File: config.mk
export PLATFORM = sky130hd
export DESIGN_NAME = rida_ram
export DESIGN_NICKNAME = d
export VERILOG_FILES = /design/src/sv/rida_ram.sv
export SDC_FILE = /design/constraint.sdc
export NUM_CORES = 2
export LEC_CHECK = 0
export ABC_AREA = 1
export BUFFER_PORTS_ARGS = -buffer_cell sky130_fd_sc_hd__buf_2
export CAP_MARGIN = 20
export CORE_ASPECT_RATIO = 0.6
export CORE_MARGIN = 3
export CORE_UTILIZATION = 43
export DETAILED_ROUTE_END_ITERATION = 7
export GPL_ROUTABILITY_DRIVEN = 0
export PLACE_DENSITY_LB_ADDON = 0.2
export SLEW_MARGIN = 25
export SYNTH_ARGS = -nofsm -noshare
export SYNTH_HDL_FRONTEND = slang
export SYNTH_SLANG_ARGS = --single-unit
File: constraint.sdc
create_clock -name clk -period 3.1 [get_ports clk]
set_input_delay 0.62 -clock clk [delete_from_list [all_inputs] [get_ports clk]]
set_output_delay 0.62 -clock clk [all_outputs]
set_load 0.05 [all_outputs]
File: src/sv/rida_ram.sv
// Generic single-write, single-read RAM with registered read data.
// No dependencies.
`default_nettype none

module rida_ram #(
  parameter int WIDTH = 16,
  parameter int DEPTH = 256
) (
  input  wire logic                                 clk,
  input  wire logic                                 we,
  input  wire logic [(DEPTH > 1 ? $clog2(DEPTH) : 1)-1:0] waddr,
  input  wire logic [WIDTH-1:0]                     wdata,
  input  wire logic                                 re,
  input  wire logic [(DEPTH > 1 ? $clog2(DEPTH) : 1)-1:0] raddr,
  output logic      [WIDTH-1:0]                     rdata
);

  logic [WIDTH-1:0] mem_r [DEPTH];

  always_ff @(posedge clk) begin
    if (we) begin
      mem_r[waddr] <= wdata;
    end
    if (re) begin
      rdata <= mem_r[raddr];
    end
  end

endmodule

`default_nettype wire

# Word level (Yosys, flattened, before mapping)
# Memories as Yosys holds them, arrays and structs flattened. A register that Yosys moved wholly into a read port is not among the register bits.
# Cells that the tools add are included.
dict set report classes {
  mux 2
}
# op n
set op_table {}
lappend op_table {{$mux 1} 2}
dict set report word_totals {
  regBits 0
  ramBits 4096
  out_inout_bits 16
  wordCells 3
  n_memories 1
}
# memory depth word_bits read_ports rd_ports_with_merged_regs write_ports line
set mem_list {}
lappend mem_list {mem_r 256 16 1 1 1 18} ;# logic [WIDTH-1:0] mem_r [DEPTH];

# Depth between registers and ports, before layout
dict set report depth {
  word_depth 2
  depth_mapped 15
  ltp_nobuf 11
}

# Least setup slack after synthesis
# Ideal clock, no wire load.
dict set report synth_timing {
  path_kind {input to register}
  start {in we}
  end {mem mem_r[162][0], enable pin}
  setup_time_ns 0.388
  t_arrival_ns 2.072
  slack_ns 0.640
  cell_stages 4
  path_buffers 2
  path_cell_list {clkbuf_1 nand3_1 clkbuf_1 nor2_1}
}
dict set report synth_via {
  elab_chain_len 2
}
# item line
set synth_rtl {}
lappend synth_rtl {{start, declared} 10} ;# input wire logic we,
lappend synth_rtl {{$mux 1} 21} ;# if (we) begin
lappend synth_rtl {{$mux 1 (not written as such)} 22} ;# mem_r[waddr] <= wdata;
lappend synth_rtl {{end, declared} 18}
# Every way passes these cells.

==> out/results.tsv <==
metric	value	unit
status	complete, no violations	
relative slew slack	33.0	%
# IOs	51	
Vias/cell	5.68	
most common cell after layout, fill and taps aside	nand2_1	
FMAX	0.325	GHz
endpoint class of the critical path	register	
final count of negative-setup-slack endpoints	0	
initial antenna violation count	36	
mapped cell area	166000	um^2
Synth Area per Inst	12.2	um^2
min Tclk post-route	3.07	ns
setup tns final	0	ns
synth warn	0	
maximum vdd drop	0.446	mV
initial DRC count	16903	
clock share of power	39.8	%
Slew Viols, Final	0	
power per cell area	605	nW/um^2
synth-to-layout area growth	16.4	%
layout cell share with drive strength beyond 1	13.1	%
Die Y	487	um
switching share of power	23.3	%
Die X-Extent	808	um
Final Cycle Share	99.2	%
Clk Latency, worst-skew pair	0.94	ns
cell area after layout	193000	um^2
post-route DRC violation count	0	
Seq/Total Area, Yosys	74.4	%
Port-buffer cells	50	
crit path max fanout	25	
Net Count, Synth	13652	
Final #Nets	14456	
drt total wl	540000	um
hold slack	0.105	ns
most frequent cells in the layout	nand2_1 (4195), edfxtp_1 (4112), nand3_1 (4035)	
FP Rows	175	
CP Class	input port to register	
crit path DAT	3.87	ns
clk buf depth	4	
Final Skew	0.0449	ns
final hold vios	0	
first-pass GRT wire length	772000	um
vias in the first global route	103436	
Leak	68.6	nW
detailed-route wire length per cell	27.2	um
Hold WC Path Type	input port to register	
DP HPWL	341000	um
CTS H-tree depth	5	
largest net degree at the start of global routing	88	
Worst EP required	3.90	ns
Core Box Area	381000	um^2
Routed Antenna Nets	0	
placed insts	19177	
total track usage	26.8	%
initial core utilization	43.5	%
root buf cell	clkbuf_16	
Worst Tran Pin Value	1.00	ns
combinational share of power	7.7	%
synthesis-stage register bit count	4112	
startpoint class of the critical path	input port	
clock transition at the registers of the reported paths	0.06	ns
Sw Pwr	27.2	mW
count of cell types in the netlist	14	
Flop pwr share	52.6	%
final cell count without fillers	19851	
placed cell area	181000	um^2
DR vias	112671	
Die Area	393000	um^2
GR Overflow Total	0	
Power Internal	89.5	mW
post-CTS setup buffer count	0	
DR pass1 iterations	5	
# Max-Cap Violations	0	
CTS tree	done	
CTS sink cnt	4112	
clock buffers created by TritonCTS	373	
RSZ-0062 raised after global routing	false	
Post-Syn Instances	13617	
metrics by stage:
stage / power (mW) / setup slack, ns / util (%)
finish: 117 / 0.0255 / 50.6
global route: 120 / 0.156 / 50.6
CTS: 117 / 0.337 / 50.6
detailed placement: 71.3 / -0.676 / 47.5
global placement: 71.3 / -0.702 / 47.5
floorplan: 66.4 / 0.640 / -
repair_timing:
item                      4_1_cts  5_1_grt
hold buffers                    2        0
gates resized for setup         0        0
hold endpoints to repair       18        0
sequential cells by signal (all words and copies together), names as in the netlist:
signal / cells
mem_r: 4096
rdata: 16
critical path: stages:
cell and delay, ns:
buf_12 0.15, buf_4 0.31, buf_4 0.29, buf_12 0.22, buf_4 0.26, nand2_1 0.07
nand3_1 0.08, nand3_1 0.09, nand3_1 0.10, nand3_1 0.34, nand3_1 0.50, nand3_1 0.26
nand2_1 0.28, nand2_1 0.11, nand2_1 0.11
power by group through the flow:
stage	clock, mW	sequential [mW]	combinational [mW]
global route	49.1	61.3	9.47
floorplan	0	62.6	3.79
detailed placement	0	62.6	8.74
CTS	46.9	61.3	8.77
global placement	0	62.5	8.72
finish	46.4	61.3	8.95
synthesized netlist by cell type:
| cell | count | area (um^2) |
|---|---|---|
| nor2_1 | 283 | 1060 |
| edfxtp_1 | 4112 | 123000 |
| inv_4 | 2 | 12.5 |
| inv_2 | 2 | 7.51 |
| nand2_1 | 4211 | 15800 |
| buf_2 | 495 | 2480 |
| clkbuf_1 | 154 | 578 |
| buf_1 | 70 | 263 |
| buf_12 | 1 | 20.0 |
| buf_6 | 53 | 597 |
| inv_1 | 35 | 131 |
| buf_4 | 163 | 1220 |
| nand3_1 | 4035 | 20200 |
| buf_8 | 1 | 15.0 |
cells by family (layout without fill, tap and decap cells):
logic type / Yosys count / count (layout) / synth area share [%]
and+or+nand+nor: 8529 / 8529 / 22.3
DFF: 4112 / 4112 / 74.4
buffers and inverters: 976 / 2069 / 3.21
other: 0 / 8 / 0
metal layers:
metal	global-route usage, %	vias up	wire length (um)
met5	0.401	-	356
met2	36.4	5975	217000
li1	-	50241	-
met4	5.79	20	12300
met3	8.07	675	69600
met1	42.1	55760	241000
cell type report:
type	count	area, um^2
fillers	32959	188000
inverters	39	199
well taps	5133	6420
diodes	8	20.0
repair buffers	1366	14000
multi-input cells	8529	37200
clock buffers	459	9870
flip-flops and latches	4112	123000
clock inverters	205	1910
final timing paths:
kind	startpoint	end	slack, ns	depth (start not counted)
worst max register to register	mem_r[185][0]	rdata[0]	0.42	10
worst min-delay path	wdata[6]	mem_r[128][6]	0.10	1
worst min register to register	mem_r[72][2]	rdata[2]	1.05	10
worst max-delay path	raddr[0]	rdata[1]	0.03	15
Note: power is estimated with default switching activity, not from simulation.
